## src/rtl/core/assert_macros.svh

```systemverilog
// ----------------------------------------------------------------------------
// Assertion macros
// Shared concurrent assertion wrappers for the RTL in this folder.
// ----------------------------------------------------------------------------
`ifndef ASSERT_MACROS_SVH
`define ASSERT_MACROS_SVH

// Checked on every rising edge outside reset.
`define ASSERT_ON(lbl, clk, rstn, prop, msg) \
  lbl: assert property (@(posedge clk) disable iff (!rstn) (prop)) else $error(msg);

// Checked on every rising edge, reset included.
`define ASSERT_ALWAYS(lbl, clk, prop, msg) \
  lbl: assert property (@(posedge clk) (prop)) else $error(msg);

`endif

```

## src/rtl/core/hidkbd_pkg.sv

```systemverilog
// ----------------------------------------------------------------------------
// HID boot keyboard differ package
// Fixed constants of the boot keyboard report format and event numbering.
// ----------------------------------------------------------------------------
package hidkbd_pkg;

  // Report layout.
  localparam int unsigned MOD_BITS    = 8;
  localparam int unsigned INPUT_SLOTS = 6;

  // Event limits and usage codes.
  localparam int unsigned MAX_EVENTS     = 20;
  localparam logic [7:0]  USAGE_LOW      = 8'h04;
  localparam logic [7:0]  USAGE_HIGH     = 8'h63;
  localparam logic [7:0]  MOD_USAGE_BASE = 8'hE0;

  typedef logic [7:0] usage_t;

  // A usage in the keyboard page range gives an event; empty and error codes do not.
  function automatic logic usage_reportable(input usage_t code);
    return (code >= USAGE_LOW) && (code <= USAGE_HIGH);
  endfunction

  // Fold left and right modifiers into ctrl/shift/alt/meta.
  function automatic logic [3:0] fold_modifiers(input logic [7:0] m);
    return m[3:0] | m[7:4];
  endfunction

endpackage

```

## src/rtl/core/hid_boot_keyboard_report_differ_unit.sv

```systemverilog
// ----------------------------------------------------------------------------
// HID boot keyboard report differ
// Compares each boot keyboard report with the previous one and emits one
// key event beat per modifier edge, released key and pressed key.
// ----------------------------------------------------------------------------
//
//   channel  direction  handshake                payload
//   -------  ---------  -----------------------  --------------------------------
//   in       sink       in_valid_i / in_ready_o  modifier_byte_i, key_slot_N_i
//   out      source     out_valid_o/out_ready_i  key_usage_o, is_press_o,
//                                                modifier_flags_o, last_in_run_o
//
// A report is diffed against the stored state in the cycle it is accepted and
// its event mask moves into a pending register; a priority encoder on that mask
// picks one event per cycle into the output register while the output is not
// stalled (at most 20 per report); a report with no events leaves none pending.
// The next report is accepted in the cycle the last pending event moves out.
// Reset clears the stored report and all valid flags; a stalled output holds
// the pending events and the input in turn.
module hid_boot_keyboard_report_differ_unit
  import hidkbd_pkg::*;
#(
  parameter int unsigned KEY_SLOTS = 6
) (
  input  logic       clk_i,
  input  logic       rst_ni,
  input  logic       in_valid_i,
  output logic       in_ready_o,
  input  logic [7:0] modifier_byte_i,
  input  logic [7:0] key_slot_0_i,
  input  logic [7:0] key_slot_1_i,
  input  logic [7:0] key_slot_2_i,
  input  logic [7:0] key_slot_3_i,
  input  logic [7:0] key_slot_4_i,
  input  logic [7:0] key_slot_5_i,
  output logic       out_valid_o,
  input  logic       out_ready_i,
  output logic [7:0] key_usage_o,
  output logic       is_press_o,
  output logic [3:0] modifier_flags_o,
  output logic       last_in_run_o
);

`include "assert_macros.svh"

  // Event numbering: modifier bits, then release slots, then press slots.
  localparam int unsigned EW      = MOD_BITS + 2 * KEY_SLOTS;
  localparam int unsigned IW      = $clog2(EW);
  localparam int unsigned SLOT_IW = (KEY_SLOTS > 1) ? $clog2(KEY_SLOTS) : 1;
  localparam int unsigned CW      = $clog2(MAX_EVENTS);
  localparam logic [IW-1:0] REL_BASE = IW'(MOD_BITS);
  localparam logic [IW-1:0] PRS_BASE = IW'(MOD_BITS + KEY_SLOTS);
  localparam logic [CW-1:0] CNT_LAST = CW'(MAX_EVENTS - 1);

  // Stored previous report.
  logic [7:0] prev_mods_q;
  usage_t     prev_codes_q [KEY_SLOTS];

  // Pending events of the report being drained.
  logic          pend_valid_q, pend_valid_d;
  logic [EW-1:0] pend_mask_q, pend_mask_d;
  logic [CW-1:0] pend_cnt_q, pend_cnt_d;
  logic [7:0]    pend_mods_q;
  usage_t        pend_rel_q [KEY_SLOTS];
  usage_t        pend_prs_q [KEY_SLOTS];

  // Output register.
  logic       out_valid_q, out_valid_d;
  logic [7:0] key_usage_q, key_usage_d;
  logic       is_press_q, is_press_d;
  logic [3:0] flags_q, flags_d;
  logic       last_q, last_d;

  logic          in_accept;
  logic          load_out;
  logic          pend_done;
  logic [EW-1:0] new_mask;
  logic [EW-1:0] rest_mask;
  logic [IW-1:0] sel_idx;
  usage_t        now_codes [KEY_SLOTS];
  usage_t        slot_in [INPUT_SLOTS];

  assign slot_in[0] = key_slot_0_i;
  assign slot_in[1] = key_slot_1_i;
  assign slot_in[2] = key_slot_2_i;
  assign slot_in[3] = key_slot_3_i;
  assign slot_in[4] = key_slot_4_i;
  assign slot_in[5] = key_slot_5_i;

  // Slots beyond the report's six bytes read as empty.
  for (genvar gi = 0; gi < KEY_SLOTS; gi++) begin : g_now
    if (gi < INPUT_SLOTS) begin : g_in
      assign now_codes[gi] = slot_in[gi];
    end else begin : g_zero
      assign now_codes[gi] = '0;
    end
  end

  // Diff of the incoming report against the stored one.
  always_comb begin
    logic found;
    new_mask = '0;
    new_mask[MOD_BITS-1:0] = modifier_byte_i ^ prev_mods_q;
    for (int i = 0; i < KEY_SLOTS; i++) begin
      found = 1'b0;
      for (int j = 0; j < KEY_SLOTS; j++) begin
        if (now_codes[j] == prev_codes_q[i]) begin
          found = 1'b1;
        end
      end
      new_mask[MOD_BITS + i] = !found && usage_reportable(prev_codes_q[i]);
    end
    for (int i = 0; i < KEY_SLOTS; i++) begin
      found = 1'b0;
      for (int j = 0; j < KEY_SLOTS; j++) begin
        if (prev_codes_q[j] == now_codes[i]) begin
          found = 1'b1;
        end
      end
      new_mask[MOD_BITS + KEY_SLOTS + i] = !found && usage_reportable(now_codes[i]);
    end
  end

  // Lowest pending event goes first.
  always_comb begin
    sel_idx = '0;
    for (int k = EW - 1; k >= 0; k--) begin
      if (pend_mask_q[k]) begin
        sel_idx = IW'(k);
      end
    end
  end

  assign rest_mask = pend_mask_q & (pend_mask_q - EW'(1));

  // Handshake control.
  assign load_out   = pend_valid_q && (!out_valid_q || out_ready_i);
  assign pend_done  = load_out && ((rest_mask == '0) || (pend_cnt_q == CNT_LAST));
  assign in_ready_o = !pend_valid_q || pend_done;
  assign in_accept  = in_valid_i && in_ready_o;

  // Pending register next state.
  always_comb begin
    pend_valid_d = pend_valid_q;
    pend_mask_d  = pend_mask_q;
    pend_cnt_d   = pend_cnt_q;
    if (in_accept) begin
      pend_valid_d = (new_mask != '0);
      pend_mask_d  = new_mask;
      pend_cnt_d   = '0;
    end else if (load_out) begin
      pend_valid_d = !pend_done;
      pend_mask_d  = rest_mask;
      pend_cnt_d   = pend_cnt_q + CW'(1);
    end
  end

  // Build the selected event beat.
  always_comb begin
    logic [IW-1:0] rel_off;
    logic [IW-1:0] prs_off;
    rel_off     = sel_idx - REL_BASE;
    prs_off     = sel_idx - PRS_BASE;
    out_valid_d = out_valid_q;
    key_usage_d = key_usage_q;
    is_press_d  = is_press_q;
    flags_d     = flags_q;
    last_d      = last_q;
    if (load_out) begin
      out_valid_d = 1'b1;
      flags_d     = fold_modifiers(pend_mods_q);
      last_d      = pend_done;
      if (sel_idx < REL_BASE) begin
        key_usage_d = MOD_USAGE_BASE | {5'b0, sel_idx[2:0]};
        is_press_d  = pend_mods_q[sel_idx[2:0]];
      end else if (sel_idx < PRS_BASE) begin
        key_usage_d = pend_rel_q[rel_off[SLOT_IW-1:0]];
        is_press_d  = 1'b0;
      end else begin
        key_usage_d = pend_prs_q[prs_off[SLOT_IW-1:0]];
        is_press_d  = 1'b1;
      end
    end else if (out_ready_i) begin
      out_valid_d = 1'b0;
    end
  end

  // Control registers.
  always_ff @(posedge clk_i or negedge rst_ni) begin
    if (!rst_ni) begin
      pend_valid_q <= 1'b0;
      pend_mask_q  <= '0;
      pend_cnt_q   <= '0;
      out_valid_q  <= 1'b0;
      prev_mods_q  <= '0;
      for (int i = 0; i < KEY_SLOTS; i++) begin
        prev_codes_q[i] <= '0;
      end
    end else begin
      pend_valid_q <= pend_valid_d;
      pend_mask_q  <= pend_mask_d;
      pend_cnt_q   <= pend_cnt_d;
      out_valid_q  <= out_valid_d;
      if (in_accept) begin
        prev_mods_q <= modifier_byte_i;
        for (int i = 0; i < KEY_SLOTS; i++) begin
          prev_codes_q[i] <= now_codes[i];
        end
      end
    end
  end

  // Payload registers.
  always_ff @(posedge clk_i) begin
    key_usage_q <= key_usage_d;
    is_press_q  <= is_press_d;
    flags_q     <= flags_d;
    last_q      <= last_d;
    if (in_accept) begin
      pend_mods_q <= modifier_byte_i;
      for (int i = 0; i < KEY_SLOTS; i++) begin
        pend_rel_q[i] <= prev_codes_q[i];
        pend_prs_q[i] <= now_codes[i];
      end
    end
  end

  assign out_valid_o      = out_valid_q;
  assign key_usage_o      = key_usage_q;
  assign is_press_o       = is_press_q;
  assign modifier_flags_o = flags_q;
  assign last_in_run_o    = last_q;

  // Assertions.
  `ASSERT_ON(a_pend_nonempty, clk_i, rst_ni, pend_valid_q |-> (pend_mask_q != '0), "pending report has no events")
  `ASSERT_ON(a_accept_loads, clk_i, rst_ni, (in_accept && (new_mask != '0)) |=> pend_valid_q, "report with events was not queued")
  `ASSERT_ON(a_cnt_bound, clk_i, rst_ni, pend_valid_q |-> (pend_cnt_q <= CNT_LAST), "event count beyond limit")
  `ASSERT_ALWAYS(a_reset_idle, clk_i, !rst_ni |=> (!out_valid_q && !pend_valid_q), "valid flags set in reset")

endmodule

```

## config.mk

```make
export PLATFORM = sky130hd
export DESIGN_NAME = hid_boot_keyboard_report_differ_unit
export DESIGN_NICKNAME = d
export VERILOG_FILES = /design/src/rtl/core/hidkbd_pkg.sv /design/src/rtl/core/hid_boot_keyboard_report_differ_unit.sv
export VERILOG_INCLUDE_DIRS = /design/src /design/src/rtl/core
export SDC_FILE = /design/constraint.sdc
export NUM_CORES = 1
export LEC_CHECK = 0
export BUFFER_PORTS_ARGS = -buffer_cell sky130_fd_sc_hd__buf_2
export CAP_MARGIN = 30
export CELL_PAD_IN_SITES_DETAIL_PLACEMENT = 0
export CELL_PAD_IN_SITES_GLOBAL_PLACEMENT = 1
export CORE_MARGIN = 2
export CORE_UTILIZATION = 40
export DETAILED_ROUTE_END_ITERATION = 10
export GPL_TIMING_DRIVEN = 0
export PLACE_DENSITY = 0.74
export SETUP_SLACK_MARGIN = 0.1
export SYNTH_ARGS = -nofsm -noshare
export SYNTH_HDL_FRONTEND = slang
export SYNTH_SLANG_ARGS = --single-unit
export TNS_END_PERCENT = 30
```

## constraint.sdc

```tcl
create_clock -name clk_i -period 3.2 [get_ports clk_i]
set_clock_uncertainty 0.05 [all_clocks]
set_input_delay 0.32 -clock clk_i [delete_from_list [all_inputs] [get_ports clk_i]]
set_output_delay 0.32 -clock clk_i [all_outputs]
set_load 0.1 [all_outputs]
```

== Word level (Yosys, flattened, before mapping) ==
Memories as Yosys holds them, arrays and structs flattened.
Cells that the tools add are included.

* Eq/ne operators: 73
* Order comparisons: 27
* Reduce and logical (&&, ||, !) cells: 49
* Add/sub/neg operators: 4
* Bitwise operators: 3
* Mux-type cells: 108

{| class="wikitable"
|+ Operators with widths
! cell !! count
|-
| $eq A8 B8 Y1 || 72
|-
| $mux W5 || 22
|-
| $ge A8 B3 Y1 const B || 12
|-
| $le A8 B7 Y1 const B || 12
|-
| $mux W1 || 81
|-
| $mux W20 || 2
|-
| $logic_and A1 B1 Y1 || 27
|-
| $and A20 B20 Y20 || 1
|-
| $logic_not A20 Y1 || 1
|-
| $reduce_bool A20 Y1 || 1
|-
| $sub A20 B1 Y20 const B || 1
|-
| $logic_not A1 Y1 || 15
|-
| $lt A5 B4 Y1 const B || 2
|-
| $mux W8 || 1
|-
| $xor A8 B8 Y8 || 1
|-
| $add A5 B1 Y5 const B || 1
|-
| $eq A5 B5 Y1 const B || 1
|-
| $lt A3 B4 Y1 const B || 1
|-
| $or A4 B4 Y4 || 1
|-
| $reduce_bool A2 Y1 || 2
|-
| $bmux W1 S3 || 1
|-
| $logic_or A1 B1 Y1 || 3
|-
| $mux W3 || 1
|-
| $sub A3 B1 Y3 const B || 1
|-
| $sub A3 B3 Y3 const B || 1
|}

* Output and inout port bits: 16
* Flip-flop bits (word level): 105
* Memories: 2
* Memory bits (writable): 96
* Input port bits: 60
* Word-level logic and storage cells: 283

{| class="wikitable"
|+ Memories
! memory !! depth !! width !! rd ports !! clocked after Yosys merged registers in !! write ports !! line !! text
|-
| pend_prs_q || 6 || 8 || 1 || 0 || 6 || hid_boot_keyboard_report_differ_unit.sv:65 || <nowiki>usage_t pend_prs_q [KEY_SLOTS];</nowiki>
|-
| pend_rel_q || 6 || 8 || 1 || 0 || 6 || hid_boot_keyboard_report_differ_unit.sv:64 || <nowiki>usage_t pend_rel_q [KEY_SLOTS];</nowiki>
|}

== Depth between registers and ports, before layout ==
Gate-level depths: netlist of the first run.
An unclocked memory read counts as a cell.

* Word-level depth: 24
* Mapped depth: 13

== Worst setup path before layout of the first run ==
No wires, ideal clock.

* Kind: register to output
* From: register pend_mask_q[9]
* To: output in_ready_o
* Path buffers: 2
* Arrival time: 4.305 ns
* Cell stages (with the launch flop): 10
* Path slack: -1.475 ns
* Path through: dfrtp_1 > buf_6 > nor4_4 > nand3_2 > or4_1 > o32a_1 > a21oi_2 > nand4_4 > clkbuf_1 > a21boi_0

* Cells in the longest elaborated chain, start to end: 6

{| class="wikitable"
|+ RTL lines
! what !! line !! text
|-
| from (decl) || hid_boot_keyboard_report_differ_unit.sv:61 || <nowiki>logic [EW-1:0] pend_mask_q, pend_mask_d;</nowiki>
|-
| from (signal assigned) || hid_boot_keyboard_report_differ_unit.sv:201 || <nowiki>pend_mask_q <= pend_mask_d;</nowiki>
|-
| $sub A20 B1 Y20 || hid_boot_keyboard_report_differ_unit.sv:134 || <nowiki>assign rest_mask = pend_mask_q & (pend_mask_q - EW'(1));</nowiki>
|-
| $and A20 B20 Y20 (*) || hid_boot_keyboard_report_differ_unit.sv:134 ||
|-
| $logic_not A20 Y1 (*) || hid_boot_keyboard_report_differ_unit.sv:138 || <nowiki>assign pend_done = load_out && ((rest_mask == '0) || (pend_cnt_q == CNT_LAST));</nowiki>
|-
| $logic_or A1 B1 Y1 (*) || hid_boot_keyboard_report_differ_unit.sv:138 ||
|-
| $logic_and A1 B1 Y1 (*) || hid_boot_keyboard_report_differ_unit.sv:138 ||
|-
| $logic_or A1 B1 Y1 (*) || hid_boot_keyboard_report_differ_unit.sv:139 || <nowiki>assign in_ready_o = !pend_valid_q || pend_done;</nowiki>
|-
| to (decl) || hid_boot_keyboard_report_differ_unit.sv:28 || <nowiki>output logic in_ready_o,</nowiki>
|}

Mark *: on every way between the ends. The rest lies on a longest branch, timed or not.

== Worst setup path in the final report of the first run ==
* From: register pend_mask_q[0]
* To: output in_ready_o

The elaborated chain is that of the path after synthesis.

==> results of run 1 <==
-- per-stage QoR --
step / power, µW / TNS, ps / utilization (%) / instance area [µm²]
floorplan: 11520 / 0 / - / 12730
global placement: 14070 / -107400 / 43.34 / 13600
detailed placement: 14230 / -112750 / 43.46 / 13640
CTS: 17740 / -160.0 / 48.55 / 15240
global route: 20080 / -2588 / 50.32 / 15800
finish: 19130 / -127.9 / 50.32 / 15800
-- repair_timing --
action	in CTS	in global routing
hold buffers	54	0
gates cloned	1	10
endpoints found under the setup margin	197	189
pin swaps	14	16
hold endpoints to repair	76	0
gates resized for setup	56	94
setup buffers	12	9
-- where the power goes --
part | total [µW] | internal, µW | switching (µW) | leakage (µW)
logic | 12000 | 5060 | 6980 | 0.00311
registers | 4460 | 3940 | 516 | 0.00195
clock network | 2630 | 1520 | 1110 | 0.000366
total | 19100 | 10500 | 8610 | 0.00543
-- area by class of cell --
type | count | area share, %
Timing Repair Buffer | 165 | 9.370
Sequential cell | 201 | 35.61
Tap cell | 402 | 3.184
Clock inverter | 16 | 1.141
Multi-Input combinational cell | 903 | 42.57
Inverter | 8 | 0.1901
Clock buffer | 24 | 3.533
Buffer | 126 | 4.404
-- metal layers --
| metal | part of all wire (%) | wire length, µm | up-vias | GRT usage (%) |
|---|---|---|---|---|
| li1 | - | - | 4865 | - |
| met1 | 41 | 19630 | 5417 | 37.98 |
| met2 | 44 | 21110 | 604 | 42.69 |
| met3 | 9.3 | 4396 | 131 | 4.670 |
| met4 | 5.0 | 2365 | 0 | 12.97 |
| met5 | 0 | 0 | - | 0 |
-- logic make-up after synthesis --
kind of cell | after synthesis | share of synthesized area (%)
flops | 201 | 44.23
mux | 39 | 3.072
buf+inv | 153 | 4.904
simple gates | 381 | 15.67
xor+xnor | 300 | 20.68
fa+ha+maj | 4 | 0.3544
compound gates | 179 | 11.10
-- cell usage after synthesis, types with 3 or more instances --
master | count | area share (%)
nand4_1 | 78 | 3.8
nor2_1 | 81 | 2.4
mux2i_1 | 39 | 3.1
a31oi_1 | 3 | 0.15
clkbuf_1 | 85 | 2.5
o41ai_1 | 6 | 0.41
a22o_1 | 3 | 0.21
a2111oi_0 | 9 | 0.62
a221o_1 | 58 | 4.6
nand2b_1 | 4 | 0.20
xnor2_1 | 289 | 20
buf_4 | 4 | 0.24
dfrtp_1 | 83 | 16
buf_6 | 3 | 0.27
nand3_1 | 18 | 0.71
nor3_1 | 34 | 1.3
o22ai_1 | 3 | 0.15
inv_1 | 7 | 0.21
or3_1 | 9 | 0.44
buf_2 | 9 | 0.35
o21bai_1 | 3 | 0.18
o211ai_1 | 3 | 0.18
a22oi_1 | 3 | 0.18
a21oi_1 | 27 | 1.1
a21o_1 | 3 | 0.18
nor4_1 | 6 | 0.30
a211oi_1 | 7 | 0.41
edfxtp_1 | 118 | 28
buf_1 | 44 | 1.3
or2_2 | 6 | 0.30
and2_1 | 3 | 0.15
xor2_1 | 11 | 0.76
and3_1 | 61 | 3.0
o21ai_0 | 25 | 0.98
a221oi_1 | 11 | 0.76
nand2_1 | 72 | 2.1
-- registers in the layout, summed over array words and instances (netlist names) --
register          flops
pend_cnt_q            5
key_usage_o           8
modifier_flags_o      4
pend_prs_q           48
last_in_run_o         1
pend_rel_q           48
out_valid_o           1
is_press_o            1
pend_mods_q           8
prev_codes_q         48
pend_mask_q          20
pend_valid_q          1
prev_mods_q           8
-- worst paths after layout --
kind                               startpoint          endpoint  slack (ps)  depth (start not counted)
setup reg to reg               pend_mask_q[0]  prev_codes_q[38]          10                         13
min in group asynchronous              rst_ni  prev_codes_q[18]         210                          2
hold reg to reg              prev_codes_q[17]  pend_rel_q[3][1]         380                          0
hold / removal             modifier_byte_i[7]    pend_mods_q[7]          30                          1
setup / recovery               pend_mask_q[0]        in_ready_o        -130                         10
max in group asynchronous              rst_ni    pend_mask_q[4]        2230                          3
-- worst max-delay path: stages, from the launching register on --
cell and delay (ps):
dfrtp_1 380, buf_6 120, nor4_4 340, nand2_1 150, maj3_2 310, o32a_1 300, a21oi_2 180, nand4_4 130
buf_8 150, a21boi_4 160, buf_12 190
==> run_results.csv, run 1 <==
group,metric,value,unit
synth,ys_seq_area_share,44.23,%
timing,drv_slew,0,
power_and_ir_drop,vdd_drop_max,0.6992,mV
global_route,antenna_found_initial,1,
global_route,grt_usage,27.64,%
drt,wl_per_cell,25.75,µm
outcome,failed_checks,"setup timing",
cts,path_clk_slew,70,ps
drt,drc,0,
cts,numCtsBuffers,22,
cts,htreeDepth,1,
die,io_pins,76,
cts,root_buffer,"clkbuf_16",
timing,hold_ws,26.99,ps
placed_design,dp.cells,1736,
synth,avgSynthCellArea,10.11,µm²
timing,finalSetupViolations,1,
global_route,grt_pass1_vias,10423,
timing,slew_headroom,27.57,%
final_layout,drive_gt1_share,15.87,%
die,die_h,182.2,µm
die,initial_utilization,40.48,%
die,coreArea,0.03139,mm²
timing,fin_ws,-127.9,ps
drt,drt_iter0_markers,1240,
final_layout,layout_common_cells,"289 x xnor2_1, 118 x edfxtp_1, 79 x nor2_1, 79 x dfrtp_1, 78 x nand4_1",
cts,cts_tree,"built",
synth,syn_area,0.01271,mm²
timing,hold_viol,0,
die,die_w,182.2,µm
final_layout,layout_commonest_cell,"xnor2_1",
timing,tightest_slew,1086,ps
final_layout,seq_area,0.005625,mm²
placed_design,io_buffer_count,75,
power_and_ir_drop,power_density,1211,mW/mm²
die,rows,65,
worst_hold_path,hp-class,"in2reg",
critical_path,startpoint_type,"flip-flop",
final_layout,synthToLayoutAreaGrowth,24.31,%
timing,rsz0062_at_grt,"yes",
drt,vias_per_cell,5.971,
drt,vias,11017,
synth,async_flop_share,41.29,%
final_layout,layoutNonFillerInstCount,1845,
final_layout,nNetsFinal,1489,
synth,synth_ff_type,"edfxtp_1",
synth,synth-edff-count,118,
placed_design,pre_cts_slack,-820.1,ps
drt,dr.pass1.iters,5,
timing,fin_crit,3328,ps
synth,synth_fp_nets,1319,
global_route,gr-total-overflow,0,
final_layout,fill_cells,2788,
power_and_ir_drop,p_leak,0.005430,µW
global_route,grt_first_pass_wirelength,68110,µm
synth,ys_types,58,
synth,synth_warnings,0,
timing,finalCritPeriodShare,104.0,%
critical_path,crit_path_max_fanout,3,
placed_design,routabilityCongestion,0.9326,
cts,clock_path_buffers,3,
drt,ant_nets,0,
critical_path,crit_path_end_kind,"primary output",
die,fp.dieArea,0.03321,mm²
critical_path,critPathRequiredTime,2830,ps
final_layout,antenna_cells,0,
cts,clk_latency,530,ps
timing,max_clock_freq,300.5,MHz
placed_design,dp_hpwl,32530,µm
job,max-cap-violations,0,
final_layout,multi_input_area,0.006724,mm²
synth,yosys_register_bits,201,
critical_path,crit_arrival,2960,ps
synth,syn-instance-count,1257,
cts,clock-sinks,201,
outcome,status,"finished with violations",
drt,routed_wl,47510,µm
global_route,grt_max_degree,61,
critical_path,critical_path_class,"reg2out",
No activity file was read; power rests on OpenSTA's default activity.
==> inputs of run 2 (changes only) <==
- BUFFER_PORTS_ARGS: -buffer_cell sky130_fd_sc_hd__buf_2 -> -buffer_cell sky130_fd_sc_hd__clkbuf_2
- CTS_BUF_LIST: default -> sky130_fd_sc_hd__clkbuf_8
- SLEW_MARGIN: default -> 20
==> run 2 against run 1 <==
The flow still finishes with violations (setup timing). Total power fell by 3.0%. Global-route usage fell by 0.10 points. Critical path depth did not move. Register-to-register slack improved by 80 ps. Non-clock buffer count fell by 12. Sequential share of layout area rose by 0.66 points. Sequential cell count did not move. Final cell count rose by 0.60%. Worst setup slack improved by 13 ps. Sequential power barely moved. Clock power fell by 11%. Critical endpoint unchanged. Largest power group unchanged.
==> run_results.csv, run 2 (same netlist as run 1, synthesis figures left out) <==
group,metric,value,unit
outcome,status,"finished with violations",
outcome,failed_checks,"setup timing",
timing,finalSetupViolations,1,
critical_path,slowest_stage,"dfrtp_1",
global_route,gr-total-overflow,0,
final_layout,nNetsFinal,1490,
die,initial_utilization,40.48,%
critical_path,startpoint_type,"flip-flop",
cts,numCtsBuffers,35,
power_and_ir_drop,p_leak,0.005374,µW
power_and_ir_drop,power,18560,µW
cts,clk_latency,550,ps
final_layout,layout_common_cells,"289 x xnor2_1, 118 x edfxtp_1, 80 x dfrtp_1",
global_route,grt_max_degree,83,
power_and_ir_drop,seqPwrFrac,23.9,%
job,max-cap-violations,0,
critical_path,cp_cell_sequence,"buf_6, nor4_4, nand2_1, maj3_2, o32a_1, a21oi_2, nand4_4, buf_8, a21boi_4, clkbuf_16",
cts,clock_path_buffers,3,
global_route,grt_usage,27.54,%
timing,slew_headroom,22.99,%
cts,path_clk_slew,60,ps
die,fp.dieArea,0.03321,mm²
drt,wl_per_cell,25.35,µm
die,rows,65,
global_route,antenna_found_initial,0,
global_route,grt_pass1_vias,10543,
timing,fin_ws,-115.2,ps
die,die_h,182.2,µm
critical_path,critical_path_class,"reg2out",
timing,drv_slew,0,
die,coreArea,0.03139,mm²
critical_path,path_buf_inv,3,
critical_path,crit_family,"compound AO/OA/AOI/OAI gates",
cts,htreeDepth,2,
cts,root_buffer,"clkbuf_8",
power_and_ir_drop,comb_power_share,63.5,%
timing,finalCritPeriodShare,103.6,%
final_layout,layout_commonest_cell,"xnor2_1",
final_layout,synthToLayoutAreaGrowth,22.01,%
drt,ant_nets,0,
final_layout,reg_top3,"pend_prs_q (48), pend_rel_q (48), prev_codes_q (48)",
placed_design,placed_area,0.01365,mm²
power_and_ir_drop,power.internal,10010,µW
placed_design,pre_cts_slack,-780.7,ps
power_and_ir_drop,power_density,1197,mW/mm²
final_layout,antenna_cells,0,
power_and_ir_drop,sw_frac_of_total,46.06,%
power_and_ir_drop,power.switching,8548,µW
power_and_ir_drop,vdd_drop_max,0.9248,mV
timing,fin_crit,3315,ps
drt,drt_iter0_markers,1373,
critical_path,slowest_delay,380,ps
timing,max_clock_freq,301.6,MHz
placed_design,io_buffer_count,75,
drt,vias_per_cell,5.956,
cts,cts_tree,"built",
drt,vias,11055,
critical_path,crit_path_end_kind,"primary output",
worst_hold_path,hp-class,"in2reg",
drt,drc,0,
timing,final.setup.tns,-115.2,ps
drt,dr.pass1.iters,5,
timing,tightest_slew,1146,ps
timing,rsz0062_at_grt,"yes",
placed_design,dp_hpwl,32170,µm
timing,hold_viol,0,
power_and_ir_drop,p_clk_share,12.7,%
die,io_pins,76,
placed_design,routabilityCongestion,0.9399,
critical_path,crit_arrival,2950,ps
die,die_w,182.2,µm
critical_path,crit_path_max_fanout,3,
global_route,grt_first_pass_wirelength,67660,µm
final_layout,stdcell_area,0.01550,mm²
critical_path,critPathRequiredTime,2830,ps
final_layout,drive_gt1_share,16.09,%
drt,routed_wl,47050,µm
cts,clock-sinks,201,
run 2: through the flow:
stage          hold slack (ps)  util [%]  cells
4_1_cts                  3.457     48.35   1863
2_1_floorplan           -25.59         -   1257
5_1_grt                  14.84     49.39   1856
3_5_place_dp             80.24     43.47   1736
6_report                 16.65     49.39   1856
3_3_place_gp             377.3     43.34   1734
run 2: routing by layer:
metal	vias up	global-route usage, %	wire length, µm
li1	4871	-	-
met1	5385	37.31	19270
met2	660	42.43	20560
met3	139	5.189	4695
met4	0	13.58	2523
met5	-	0	0
run 2: repair_timing:
action	4_1_cts	5_1_grt
endpoints found under the setup margin	196	170
gates cloned	1	6
setup buffers	10	10
pin swaps	11	13
endpoints found under the hold margin	140	0
resized for setup	51	83
hold buffers	55	0
run 2: area by class of cell:
| type | count | area (µm²) |
|---|---|---|
| Sequential cell | 201 | 5624 |
| Inverter | 8 | 30.03 |
| Timing Repair Buffer | 159 | 1294 |
| Multi-Input combinational cell | 903 | 6724 |
| Buffer | 120 | 639.4 |
| Clock buffer | 38 | 523.0 |
| Fill cell | 2868 | 15890 |
| Tap cell | 402 | 503.0 |
| Clock inverter | 25 | 166.4 |
run 2: power by group through the flow:
| stage | clock network, µW | registers [µW] | logic (µW) |
|---|---|---|---|
| 2_1_floorplan | 0 | 4820 | 6710 |
| 3_3_place_gp | 0 | 4380 | 9690 |
| 3_5_place_dp | 0 | 4410 | 9790 |
| 4_1_cts | 2380 | 4380 | 10600 |
| 5_1_grt | 2490 | 4500 | 12500 |
| 6_report | 2350 | 4430 | 11800 |
run 2: worst paths after layout:
check	depth (start not counted)	startpoint	slack, ps	to
worst max-delay path	10	pend_mask_q[0]	-120	in_ready_o
worst min-delay path	1	key_slot_1_i[7]	20	pend_prs_q[1][7]
worst max register to register	13	pend_mask_q[0]	90	prev_codes_q[38]
worst min register to register	0	prev_codes_q[47]	390	pend_rel_q[0][7]
max in group asynchronous	3	rst_ni	2320	pend_mask_q[4]
min in group asynchronous	2	rst_ni	90	prev_codes_q[16]
==> inputs of run 3 (changes only) <==
- ABC_AREA: default -> 1
- PLACE_DENSITY: 0.74 -> 0.78
==> run 3 against run 2 <==
First-iteration DRC count fell by 3.8%. Non-clock buffer count fell by 3. Clock power rose by 20%. Critical path depth rose by 1. The flow now finishes without violations. Synthesized area rose by 4.1%. Combinational power rose by 18%. Highest routed layer unchanged. Via count rose by 21%. Clock-buffer cell count rose by 5. Routed wire length rose by 18%. Worst setup slack improved by 250 ps.
==> run_results.csv, run 3 <==
group,metric,value,unit
timing,drv_slew,0,
placed_design,dp_hpwl,41230,µm
timing,tightest_slew,868.6,ps
cts,numCtsBuffers,36,
synth,syn_area,0.01323,mm²
power_and_ir_drop,p_leak,0.007380,µW
cts,path_clk_slew,70,ps
die,rows,66,
critical_path,startpoint_type,"flip-flop",
critical_path,r2r_start,"prev_codes_q[17]",
die,initial_utilization,40.65,%
critical_path,crit_path_end_kind,"primary output",
drt,dr.pass1.iters,7,
critical_path,critPathRequiredTime,2830,ps
timing,fin_ws,135.6,ps
timing,max_clock_freq,326.3,MHz
synth,async_flop_share,41.29,%
global_route,grt_first_pass_wirelength,78960,µm
die,coreArea,0.03254,mm²
final_layout,synthToLayoutAreaGrowth,21.51,%
global_route,antenna_found_initial,0,
synth,synth_fp_nets,1843,
synth,ys_types,42,
critical_path,crit_arrival,2690,ps
drt,drt_iter0_markers,1321,
synth,syn-instance-count,1781,
die,io_pins,76,
drt,routed_wl,55300,µm
global_route,grt_usage,31.69,%
power_and_ir_drop,power_density,1329,mW/mm²
timing,fin_crit,3064,ps
synth,yosysTopAreaCellShare,26.79,%
die,die_w,185.8,µm
cts,clock_path_buffers,3,
drt,ant_nets,0,
final_layout,reg_top3,"pend_prs_q (48), pend_rel_q (48), prev_codes_q (48)",
drt,wl_per_cell,22.69,µm
cts,clock-sinks,201,
synth,yosys_register_bits,201,
job,max-cap-violations,0,
critical_path,startpoint,"pend_mask_q[1]",
synth,ys_seq_area_share,42.49,%
cts,cts_tree,"built",
synth,synth-edff-count,118,
timing,finalSetupViolations,0,
die,die_h,185.8,µm
placed_design,dp.cells,2301,
global_route,gr-total-overflow,0,
final_layout,layout_commonest_cell,"nand2_1",
synth,synth_common_cells,"562 x nand2_1, 185 x inv_1, 122 x nor2_1",
worst_hold_path,hp-class,"in2reg",
cts,root_buffer,"clkbuf_8",
drt,vias,13364,
synth,avgSynthCellArea,7.426,µm²
timing,rsz0062_at_grt,"yes",
final_layout,layout_common_cells,"560 x nand2_1, 186 x inv_1, 118 x edfxtp_1",
cts,htreeDepth,2,
drt,vias_per_cell,5.484,
power_and_ir_drop,vdd_drop_max,0.7998,mV
synth,yosys.area.top_type,"edfxtp_1",
placed_design,io_buffer_count,75,
timing,hold_viol,0,
timing,slew_headroom,41.56,%
synth,yosysMostFrequentCell,"nand2_1",
placed_design,pre_cts_slack,-1361,ps
synth,synth_area_leaders,"edfxtp_1 27%, nand2_1 16%, dfrtp_1 16%",
die,fp.dieArea,0.03454,mm²
synth,synth_ff_type,"edfxtp_1",
final_layout,nNetsFinal,2030,
outcome,status,"finished, final reports clean",
final_layout,drive_gt1_share,13.38,%
synth,synth_warnings,0,
placed_design,routabilityCongestion,1.008,
global_route,grt_pass1_vias,12295,
final_layout,layoutNonFillerInstCount,2437,
worst_hold_path,hp-start,"key_slot_2_i[1]",
critical_path,crit_path_max_fanout,4,
timing,hold_ws,97.68,ps
final_layout,final_core_utilization,49.40,%
critical_path,critical_path_class,"reg2out",
global_route,grt_max_degree,84,
final_layout,antenna_cells,0,
drt,drc,0,
timing,finalCritPeriodShare,95.76,%
cts,clk_latency,550,ps
-- run 3: critical path, stage by stage (launching register included) --
cell and delay (ps):
dfrtp_2 440, nor2_4 180, nand2_2 110, nor2_4 160, inv_1 60, nor2_2 130
nor2_1 80, nor4_2 280, a41oi_1 140, or2_4 270, nand2_4 90, clkbuf_16 200
-- run 3: layout make-up --
type | instances | area [µm²]
sequential | 201 | 5629
clock buffer | 43 | 591.8
inverter | 187 | 716.9
multi-input combinational | 1266 | 6494
clock inverter | 22 | 241.5
tap | 442 | 553.0
fill | 3307 | 16460
buffer | 118 | 591.8
timing repair buffer | 158 | 1254
-- run 3: metrics by stage --
step	TNS, ps	total power [µW]	cell area (µm²)
2_1_floorplan	0	12880	13250
3_3_place_gp	-42350	16800	14170
3_5_place_dp	-39660	16920	14230
4_1_cts	0	20780	15920
5_1_grt	-15.84	22740	16070
6_report	0	21370	16070
-- run 3: report_power, final --
group / leakage [µW] / internal, µW / switching [µW] / total, µW
logic: 0.00481 / 4380 / 9560 / 13900
clock network: 0.000443 / 1640 / 1160 / 2810
registers: 0.00213 / 4050 / 564 / 4610
total: 0.00738 / 10100 / 11300 / 21400
-- run 3: metal layers --
layer	vias to the layer above	GRT usage, %	wire length (µm)
met5	-	0	0
met1	6378	46.78	24620
li1	6183	-	-
met3	113	3.581	4794
met4	0	13.64	2310
met2	690	46.71	23580
-- run 3: worst paths after layout --
kind,to,slack [ps],depth (start not counted)
max reg2reg,pend_valid_q,150,13
max,in_ready_o,140,11
min reg2reg,pend_rel_q[1][7],390,0
min,pend_prs_q[2][1],100,1
max in group asynchronous,pend_mask_q[6],2320,3
min in group asynchronous,prev_codes_q[41],270,3
-- run 3: kinds of logic (layout without fill, tap and decap cells) --
family                   Yosys count  in the layout  share of synthesized area (%)
buffers and inverters            314            528                          9.602
multiplexers                       3              3                         0.2270
AO/OA/AOI/OAI                    152            152                          6.631
AND/OR/NAND/NOR                  980            980                          32.31
XOR/XNOR                         129            129                          8.542
flip-flops                       201            201                          42.49
adder cells (fa/ha/maj)            2              2                         0.1892
-- run 3: repair_timing --
| action | CTS | global route |
|---|---|---|
| endpoints found under the hold margin | 144 | 0 |
| pin swaps | 12 | 7 |
| hold buffers | 54 | 0 |
| buffers inserted | 17 | 6 |
| gates cloned | 1 | 2 |
| endpoints found under the setup margin | 134 | 153 |
| resized for setup | 45 | 50 |
